==> src/design/multiword_multiply_macros.svh <==
// Assertion macros shared by the multiword multiplier modules.
// Each macro samples on clk_i and is disabled while rst_ni is low.
`ifndef MULTIWORD_MULTIPLY_MACROS_SVH
`define MULTIWORD_MULTIPLY_MACROS_SVH

// A property that must hold at every sampled edge.
`define MWM_ASSERT(lbl, prop, msg) \
  lbl: assert property (@(posedge clk_i) disable iff (!rst_ni) prop) else $error(msg);

// A condition that, once seen, must be followed by another in the next cycle.
`define MWM_ASSERT_NEXT(lbl, pre, post, msg) \
  lbl: assert property (@(posedge clk_i) disable iff (!rst_ni) (pre) |=> (post)) else $error(msg);

`endif

==> src/design/mwm_pkg.sv <==
// ----------------------------------------------------------------------------
// mwm_pkg
// Sizes and controller/datapath interface types of the multiword multiplier.
// ----------------------------------------------------------------------------
package mwm_pkg;

  localparam int WORDS      = 8;
  localparam int WORD_W     = 64;
  localparam int HALF_W     = WORD_W / 2;
  localparam int PROD_WORDS = 2 * WORDS;
  localparam int IDX_W      = (WORDS > 1) ? $clog2(WORDS) : 1;
  localparam int COL_W      = $clog2(PROD_WORDS);
  // A column holds up to WORDS full products plus the carry of the column below.
  localparam int ACC_W      = 2 * WORD_W + IDX_W + 1;

  typedef struct packed {
    logic             load;      // store an operand pair
    logic             issue;     // start one partial product
    logic [IDX_W-1:0] a_idx;     // left word index, also the load address
    logic [IDX_W-1:0] b_idx;     // right word index
    logic             zero;      // flush term: force the product to zero
    logic             col_end;   // last term of the column
    logic [COL_W-1:0] col;       // product word the column settles
    logic             emit;      // read one product word into the output
    logic [COL_W-1:0] rd_addr;   // product word to read
    logic             last;      // the word read is the least significant
  } mwm_cmd_t;

  typedef struct packed {
    logic pipe_busy;   // partial products still in flight
    logic out_ready;   // output register can take a word this cycle
  } mwm_status_t;

endpackage

==> src/design/mwm_controller.sv <==
// ----------------------------------------------------------------------------
// mwm_controller
// Sequences loading, column-wise partial product issue, drain and readout.
// ----------------------------------------------------------------------------
`include "multiword_multiply_macros.svh"

module mwm_controller (
  input  logic                  clk_i,
  input  logic                  rst_ni,
  input  logic                  in_valid_i,
  output logic                  in_stall_o,
  output mwm_pkg::mwm_cmd_t     cmd_o,
  input  mwm_pkg::mwm_status_t  status_i
);

  typedef enum logic [3:0] {
    ST_LOAD  = 4'b0001,
    ST_MUL   = 4'b0010,
    ST_DRAIN = 4'b0100,
    ST_OUT   = 4'b1000
  } mwm_state_e;

  mwm_state_e                state_q, state_d;
  logic [mwm_pkg::IDX_W-1:0] load_cnt_q, load_cnt_d;
  logic [mwm_pkg::IDX_W-1:0] row_q, row_d;
  logic [mwm_pkg::COL_W-1:0] col_q, col_d;
  logic [mwm_pkg::COL_W-1:0] out_cnt_q, out_cnt_d;
  logic [mwm_pkg::COL_W-1:0] col_nxt;
  logic [mwm_pkg::IDX_W-1:0] row_max, row_min_nxt;
  logic                      flush_col;

  // Column c takes left word i and right word c-i over the valid rows.
  assign row_max     = (col_q < mwm_pkg::COL_W'(mwm_pkg::WORDS))
                     ? mwm_pkg::IDX_W'(col_q) : mwm_pkg::IDX_W'(mwm_pkg::WORDS - 1);
  assign col_nxt     = col_q + 1'b1;
  assign row_min_nxt = (col_nxt >= mwm_pkg::COL_W'(mwm_pkg::WORDS))
                     ? mwm_pkg::IDX_W'(col_nxt - mwm_pkg::COL_W'(mwm_pkg::WORDS - 1)) : '0;
  // The top column holds no partial product; it only settles the final carry.
  assign flush_col   = (col_q == mwm_pkg::COL_W'(mwm_pkg::PROD_WORDS - 1));

  always_comb begin
    state_d    = state_q;
    load_cnt_d = load_cnt_q;
    row_d      = row_q;
    col_d      = col_q;
    out_cnt_d  = out_cnt_q;
    in_stall_o = 1'b1;

    cmd_o         = '0;
    cmd_o.a_idx   = mwm_pkg::IDX_W'(mwm_pkg::WORDS - 1) - load_cnt_q;
    cmd_o.rd_addr = out_cnt_q;
    cmd_o.last    = (out_cnt_q == '0);
    cmd_o.col     = col_q;

    unique case (state_q)
      ST_LOAD: begin
        in_stall_o = 1'b0;
        cmd_o.load = in_valid_i;
        if (in_valid_i) begin
          if (load_cnt_q == mwm_pkg::IDX_W'(mwm_pkg::WORDS - 1)) begin
            load_cnt_d = '0;
            row_d      = '0;
            col_d      = '0;
            state_d    = ST_MUL;
          end else begin
            load_cnt_d = load_cnt_q + 1'b1;
          end
        end
      end
      ST_MUL: begin
        cmd_o.issue   = 1'b1;
        cmd_o.a_idx   = row_q;
        cmd_o.b_idx   = mwm_pkg::IDX_W'(col_q - mwm_pkg::COL_W'(row_q));
        cmd_o.zero    = flush_col;
        cmd_o.col_end = flush_col || (row_q == row_max);
        if (cmd_o.col_end) begin
          if (flush_col) begin
            state_d = ST_DRAIN;
          end else begin
            col_d = col_nxt;
            row_d = row_min_nxt;
          end
        end else begin
          row_d = row_q + 1'b1;
        end
      end
      ST_DRAIN: begin
        if (!status_i.pipe_busy) begin
          out_cnt_d = mwm_pkg::COL_W'(mwm_pkg::PROD_WORDS - 1);
          state_d   = ST_OUT;
        end
      end
      ST_OUT: begin
        cmd_o.emit = status_i.out_ready;
        if (status_i.out_ready) begin
          if (cmd_o.last) begin
            state_d = ST_LOAD;
          end else begin
            out_cnt_d = out_cnt_q - 1'b1;
          end
        end
      end
      default: begin
        state_d = ST_LOAD;
      end
    endcase
  end

  always_ff @(posedge clk_i or negedge rst_ni) begin
    if (!rst_ni) begin
      state_q    <= ST_LOAD;
      load_cnt_q <= '0;
      row_q      <= '0;
      col_q      <= '0;
      out_cnt_q  <= '0;
    end else begin
      state_q    <= state_d;
      load_cnt_q <= load_cnt_d;
      row_q      <= row_d;
      col_q      <= col_d;
      out_cnt_q  <= out_cnt_d;
    end
  end

  `MWM_ASSERT_NEXT(a_flush_to_drain, (cmd_o.issue && flush_col), (state_q == ST_DRAIN), "flush column did not end the issue phase")
  `MWM_ASSERT_NEXT(a_last_to_load, (cmd_o.emit && cmd_o.last), (state_q == ST_LOAD && load_cnt_q == '0), "readout did not return to loading")

endmodule

==> config.mk <==
export PLATFORM = sky130hd
export DESIGN_NAME = mwm_controller
export DESIGN_NICKNAME = d
export VERILOG_FILES = /design/src/design/mwm_pkg.sv /design/src/design/mwm_controller.sv
export VERILOG_INCLUDE_DIRS = /design/src /design/src/design
export SDC_FILE = /design/constraint.sdc
export NUM_CORES = 1
export LEC_CHECK = 0
export BUFFER_PORTS_ARGS = -buffer_cell sky130_fd_sc_hd__buf_2
export CORE_UTILIZATION = 58
export CTS_BUF_LIST = sky130_fd_sc_hd__clkbuf_16
export DETAILED_ROUTE_END_ITERATION = 8
export PLACE_DENSITY = 0.84
export SYNTH_ARGS = -nofsm -noshare
export SYNTH_HDL_FRONTEND = slang
export SYNTH_SLANG_ARGS = --single-unit
==> constraint.sdc <==
create_clock -name clk_i -period 4.5 [get_ports clk_i]
set_input_delay 0.45 -clock clk_i [delete_from_list [all_inputs] [get_ports clk_i]]
set_output_delay 0.45 -clock clk_i [all_outputs]
set_load 0.02 [all_outputs]
; Word level (Yosys, flattened, before mapping)
; Cells that the tools add are included.
[totals]
out_inout_bits = 21
word_cells = 69
register_bits = 18
in_bits = 5
[op_classes]
n_lt_le_gt_ge = 2
mux = 29
reduce_logical = 9
n_eq_ne = 17
add_sub_neg = 7
[ops]
columns = operator, count
row1 = two-way mux 4 bit, 14
row2 = two-way mux 3 bit, 7
row3 = inequality test 2 bit (second input constant), 9
row4 = case mux 4 bit (2 select lines), 2
row5 = case mux 4 bit (4 select lines), 1
row6 = two-way mux 9 bit, 1
row7 = equality test 4 bit (second input constant), 2
row8 = AND reduction 4 bit, 2
row9 = AND reduction 7 bit, 1
row10 = adder 3 x 1 -> 3 bit (second input constant), 2
row11 = case mux 3 bit (2 select lines), 1
row12 = AND reduction 5 bit, 1
row13 = adder 4 x 1 -> 4 bit (second input constant), 1
row14 = equality test 4 x 1 -> 1 bit (second input constant), 1
row15 = equality test 4 x 2 -> 1 bit (second input constant), 1
row16 = equality test 4 x 3 -> 1 bit (second input constant), 1
row17 = >= comparator 4 bit (second input constant), 1
row18 = logical NOT 4 bit, 1
row19 = less-than comparator 4 bit (second input constant), 1
row20 = nonzero test 2 bit, 2
row21 = subtractor 4 x 1 -> 4 bit (second input constant), 1
row22 = equality test 3 bit, 1
row23 = equality test 3 bit (second input constant), 1
row24 = two-way mux 1 bit, 3
row25 = 6 further kinds, 6

; Longest topological paths before layout
; Gate-level depths: netlist (run 1).
[depth]
ltp_word = 6
mapped_depth = 7
ltp_nobuf = 7

; Worst setup path after synthesis (run 1)
; OpenSTA, ideal clock, no wires.
[synth_timing]
kind = reg-to-output
startpoint = reg col_q[0] in the netlist's numbering
endpoint = out cmd_o[14] in the netlist's numbering
required_time_ns = 4.050
t_arrival_ns = 1.715
path_stages_with_launch = 8
path_slack_ns = 2.335
n_path_buf = 1
path_cell_list = dfrtp_1 -> buf_4 -> inv_1 -> ha_1 -> inv_1 -> fa_1 -> xnor2_1 -> nor2_1
[synth_rtl]
columns = item, line_no
row1 = "start, declared", mwm_controller.sv:26  ; logic [mwm_pkg::COL_W-1:0] col_q, col_d;
row2 = "start signal, assigned", mwm_controller.sv:120  ; col_q <= col_d;
row3 = "end, declared", mwm_controller.sv:12  ; output mwm_pkg::mwm_cmd_t cmd_o,

==> results of run 1 <==
metal layers:
| metal | up-vias | GRT usage | part of all wire |
|---|---|---|---|
| li1 | 533 | - | - |
| met1 | 532 | 0.341 | 0.44 |
| met2 | 37 | 0.463 | 0.50 |
| met3 | 11 | 0.0280 | 0.040 |
| met4 | 0 | 0.142 | 0.028 |
| met5 | - | 0 | 0 |
cells in the final DEF (no fill, tap or decap), types with 2 or more instances in the layout:
cell type and instances:
nor3_1 5, clkbuf_16 3, inv_1 13, dfrtp_1 17
o211ai_1 2, nor4b_2 2, nor2_1 13, nand2_1 15
buf_2 25, ha_1 7, a21oi_1 10, nand3_1 5
o21a_1 2, o22ai_1 2, and2_1 2, nor2b_1 3
xnor2_1 6, mux2i_1 4, xor2_1 2
registers in the layout (all words and copies together), names as in the netlist:
register and count:
state_q 4, col_q 4, load_cnt_q 3, row_q 3, out_cnt_q 4
how the worst max path moves through the flow:
stage | start | cells past startpoint | endpoint | slack, ns
4_1_cts | col_q[0] | 6 | cmd_o[13] | 2.10
3_5_place_dp | col_q[0] | 6 | cmd_o[13] | 2.38
6_report | col_q[0] | 6 | cmd_o[13] | 2.09
3_3_place_gp | col_q[0] | 6 | cmd_o[13] | 2.46
5_1_grt | col_q[0] | 7 | cmd_o[14] | 1.97
2_1_floorplan | col_q[0] | 7 | cmd_o[14] | 2.33
cell type report:
cell class / count / area share
clock inverters: 1 / 0.00251
inverters: 14 / 0.0351
multi-input cells: 104 / 0.504
flip-flops and latches: 18 / 0.302
repair buffers: 25 / 0.0836
well taps: 27 / 0.0226
clock buffers: 3 / 0.0502
cells by family (layout without fill, tap and decap cells):
kind of cell	after synthesis	after routing	share of synthesized area
multiplexers	4	4	0.0310
adder cells (fa/ha/maj)	8	8	0.0833
AO/OA/AOI/OAI	26	26	0.159
buffers and inverters	19	43	0.0668
flip-flops	18	18	0.349
XOR/XNOR	8	8	0.0542
AND/OR/NAND/NOR	58	58	0.257
per-stage QoR:
stage                     total power [mW]  hold slack [ns]  cells  utilization
after floorplan                      0.476            0.154    141            -
after global placement               0.536            0.394    188        0.701
after detailed placement             0.554            0.404    188        0.701
after CTS                            0.740            0.136    192        0.740
after global routing                 0.788            0.161    192        0.740
final                                0.743            0.119    192        0.740
cells in the mapped netlist, drive strengths merged (2+ instances only):
| cell type | n | area [um^2] |
|---|---|---|
| dfrtp | 17 | 425 |
| nand2 | 16 | 62.6 |
| inv | 14 | 52.6 |
| nor2 | 14 | 60.1 |
| a21oi | 10 | 50.1 |
| ha | 7 | 87.6 |
| xnor2 | 6 | 52.6 |
| nand3 | 5 | 25.0 |
| nor3 | 5 | 25.0 |
| buf | 4 | 30.0 |
| mux2i | 4 | 40.0 |
| nor2b | 3 | 18.8 |
| nor4b | 3 | 38.8 |
| a21o | 2 | 22.5 |
| and2 | 2 | 12.5 |
| nand3b | 2 | 18.8 |
| o211ai | 2 | 15.0 |
| o21a | 2 | 15.0 |
| o21ai | 2 | 10.0 |
| o22ai | 2 | 12.5 |
| xor2 | 2 | 17.5 |
power breakdown:
| group | switching, mW | internal, mW |
|---|---|---|
| combinational | 0.174 | 0.129 |
| clock | 0.0656 | 0.118 |
| sequential | 0.0604 | 0.196 |
critical path: stages (launching register included):
cell	delay [ns]
dfrtp_1	0.57
inv_1	0.15
ha_1	0.23
inv_1	0.07
fa_1	0.40
and2_1	0.14
buf_2	0.15
==> metrics.md, run 1 <==
| Metric | Value |
|---|---|
| Cell leakage power | `0.700 nW` |
| Syn Std Cell Area | `1290 um^2` |
| # DRC | `0` |
| Inserted Clock Buffers | `3` |
| Die Wd | `49.2 um` |
| Worst setup SP type | `flip-flop` |
| Setup-failing EPs final | `0` |
| Worst setup path class | `flip-flop to output port` |
| Post-DP Area | `1420 um^2` |
| Area Growth Syn to Fin | `15.8%` |
| Postcts setup bufs | `0` |
| Maximum vdd drop | `404 uV` |
| Total track usage | `0.274` |
| ANT cells | `0` |
| Starting DRT DRC Count | `22` |
| Place WS | `2.38 ns` |
| Total gr overflow | `0` |
| Post-detail-place hpwl | `2.14 mm` |
| HP Class | `primary input to async pin` |
| CP Max Fanout | `10` |
| Arrival @ worst endpoint | `1.96 ns` |
| Max-Cap Viols | `0` |
| Worst r2r dst | `row_q[2]` |
| Mean routed wirelength per cell | `15.6 um` |
| Die height | `49.2 um` |
| # rows | `16` |
| Rel. slew slack | `0.688` |
| Later-pin clock latency in the skew report | `0.25 ns` |
| Number of global-route vias before repair | `1122` |
| Register area | `452 um^2` |
| First-pass GRT wire length | `5.06 mm` |
| Clk pin slew, worst setup/hold paths | `0.06 ns` |
| Nets | `179` |
| CTS tree | `done` |
| H-tree levels | `1` |
| Fin worst setup slack | `2.09 ns` |
| Syn Area/Cell | `9.17 um^2` |
| WL final | `2.99 mm` |
| Fmax achieved | `0.415 GHz` |
| Syn Inst Count | `141` |
| Initial core utilization | `0.639` |
| Fin crit share | `0.536` |
| Routed vias/inst | `5.80` |
| Port Buffers | `25` |
| Root Driver | `clkbuf_16` |
| Slew of the pin with the lowest slew margin | `0.462 ns` |
| Hold buffer count at cts | `0` |
| Fin Setup TNS | `0 ns` |
| Post-route cell area | `1500 um^2` |
| Area of the multi-input gates | `754 um^2` |
| Post_cts resized | `0` |
| Yosys warns | `0` |
| Setup slack, reg-to-reg | `2.55 ns` |
| CP required | `4.05 ns` |
| Bufs on Longest Clock Path | `2` |
| First-pass iteration count of the detailed router | `4` |
| I/O Pins | `26` |
| Post-route ant nets | `0` |
| Clk sinks | `18` |
| Synth Net Count | `154` |
| Pwr/cell area | `497 nW/um^2` |
| Synthesis-stage register bit count | `18` |
| Fin Clk Skew | `0.00352 ns` |
| Final Critical Period | `2.41 ns` |
| Initial antenna violation count | `0` |
| Register area share after synthesis | `0.349` |
| Core area | `2020 um^2` |
| Final Max Tran Viols | `0` |
| Top_reg_cell synth | `dfrtp_1` |
| Proportion of layout cells with a drive suffix above 1 | `0.248` |
| DIE AREA | `2420 um^2` |
| Yosys cell types | `47` |
| Layout fillers | `151` |
| Status | `completed` |
| Gpl congestion | `0.853` |
| Hold Vio Cnt, Final | `0` |
| Fraction of registers with async set/reset | `1.00` |
| Post-synth EDFFs | `0` |
| RR Startpoint | `state_q[2]` |
| Total number of vias | `1113` |
| Reg2Reg Depth | `7` |
| CP Capture Type | `output port` |
| RSZ-0062 raised after global routing | `no` |
| Largest net degree at the start of global routing | `19` |
Power figures use the tool's default switching activity.
==> inputs of run 2 (changes only) <==
Settings changed: CORE_UTILIZATION 58 to 54, PLACE_DENSITY 0.84 to 0.79.
Clock period 4.5 ns to 2.25 ns, I/O delays scaled along.
==> run 2 against run 1 <==
- global-route usage decreased by 1.8 points
- register-to-register slack worse by 2.1 ns
- combinational power grew 99%
- setup slack worse by 2.0 ns
- power increased by 98%
- final cell count up 1.6%
- sequential power grew 98%
- largest cell class unchanged
==> metrics.md, run 2 (synthesis gave the netlist of run 1 again) <==
| Metric | Value |
|---|---|
| Final Critical Period | `2.16 ns` |
| Routed vias/inst | `5.58` |
| # DRC | `0` |
| Postcts setup bufs | `0` |
| Core area | `2230 um^2` |
| Clk pin slew, worst setup/hold paths | `0.06 ns` |
| Maximum vdd drop | `820 uV` |
| Die height | `50.9 um` |
| Initial core utilization | `0.579` |
| Power Total | `1.47 mW` |
| Post-detail-place hpwl | `2.06 mm` |
| Total gr overflow | `0` |
| Nets | `181` |
| Cell leakage power | `0.708 nW` |
| Hold buffer count at cts | `1` |
| Fin crit share | `0.958` |
| Rel. slew slack | `0.673` |
| Mean routed wirelength per cell | `14.4 um` |
| Die Wd | `50.9 um` |
| Fmax achieved | `0.464 GHz` |
| H-tree levels | `1` |
| Root Driver | `clkbuf_16` |
| Post_cts resized | `0` |
| Non-filler cells, final | `195` |
| WL final | `2.80 mm` |
| Area Growth Syn to Fin | `17.2%` |
| Proportion of layout cells with a drive suffix above 1 | `0.251` |
| Later-pin clock latency in the skew report | `0.25 ns` |
| CP Capture Type | `output port` |
| Total number of vias | `1089` |
| Pwr/cell area | `970 nW/um^2` |
| Post-route ant nets | `0` |
| Worst setup path class | `flip-flop to output port` |
| DIE AREA | `2590 um^2` |
| Setup slack, reg-to-reg | `0.44 ns` |
| Fin Clk Skew | `0.00498 ns` |
| Bufs on Longest Clock Path | `2` |
| Total track usage | `0.255` |
| Final Max Tran Viols | `0` |
| Hold Vio Cnt, Final | `0` |
| I/O Pins | `26` |
| Worst setup SP type | `flip-flop` |
| Largest net degree at the start of global routing | `19` |
| ANT cells | `0` |
| # rows | `17` |
| First-pass iteration count of the detailed router | `4` |
| Gpl congestion | `0.917` |
| Initial antenna violation count | `0` |
| Largest regs | `col_q (4), out_cnt_q (4), state_q (4)` |
| CP required | `2.03 ns` |
| Met3 WL | `148 um` |
| Max-Cap Viols | `0` |
| Inserted Clock Buffers | `3` |
| CTS tree | `done` |
| Commonest non-fill, non-tap cell in the layout | `buf_2` |
| Arrival @ worst endpoint | `1.93 ns` |
| Clk sinks | `18` |
| Highest metal used | `met4` |
| HP Class | `primary input to flip-flop` |
| Slew of the pin with the lowest slew margin | `0.484 ns` |
| Inst Count DP | `190` |
| Starting DRT DRC Count | `24` |
| Post-DP Area | `1430 um^2` |
| Status | `completed` |
| RSZ-0062 raised after global routing | `no` |
| CP Max Fanout | `10` |
| Fin Setup TNS | `0 ns` |
| First-pass GRT wire length | `4.85 mm` |
| Metal2 WL | `1.39 mm` |
| Number of global-route vias before repair | `1062` |
| Most frequent cells in the layout | `buf_2 (25), dfrtp_1 (17), nand2_1 (15)` |
| Setup-failing EPs final | `0` |
| WL met1 | `1.24 mm` |
| Post-route cell area | `1520 um^2` |
| Port Buffers | `25` |
run 2: final timing paths:
check / from / endpoint / cells after the start
setup reg to reg: col_q[1] / row_q[2] / 6
min in group asynchronous: rst_ni / col_q[1] / 2
max in group asynchronous: rst_ni / state_q[0] / 2
setup / recovery: col_q[0] / cmd_o[13] / 6
hold reg to reg: load_cnt_q[1] / load_cnt_q[1] / 2
hold / removal: status_i[1] / out_cnt_q[2] / 3
run 2: area by class of cell:
type | count | area (um^2)
Tap cell | 28 | 35.0
Clock buffer | 3 | 75.1
Fill cell | 180 | 718
Inverter | 14 | 52.6
Sequential cell | 18 | 452
Clock inverter | 1 | 3.75
Multi-Input combinational cell | 104 | 754
Timing Repair Buffer | 27 | 143
run 2: through the flow:
stage,worst slack [ns],util,hold slack (ns)
4_1_cts,0.0956,0.678,0.350
6_report,0.0940,0.678,0.348
3_5_place_dp,0.362,0.639,0.188
5_1_grt,0.00594,0.678,0.366
2_1_floorplan,0.279,-,-0.0706
3_3_place_gp,0.422,0.639,0.174
run 2: metal layers:
layer | GRT usage | vias to the layer above
li1 | - | 541
met1 | 0.312 | 516
met2 | 0.410 | 28
met3 | 0.0655 | 4
met4 | 0.134 | 0
met5 | 0 | -
run 2: critical path: stages, from the launching register on:
cell and delay [ns]:
dfrtp_1 0.55, inv_1 0.15, ha_1 0.22, inv_1 0.07
fa_1 0.40, and2_1 0.14, buf_2 0.15
run 2: where the power goes:
| group | internal (mW) | total, mW | switching, mW |
|---|---|---|---|
| combinational | 0.259 | 0.602 | 0.342 |
| clock | 0.236 | 0.363 | 0.127 |
| sequential | 0.391 | 0.506 | 0.114 |
| total | 0.887 | 1.47 | 0.583 |
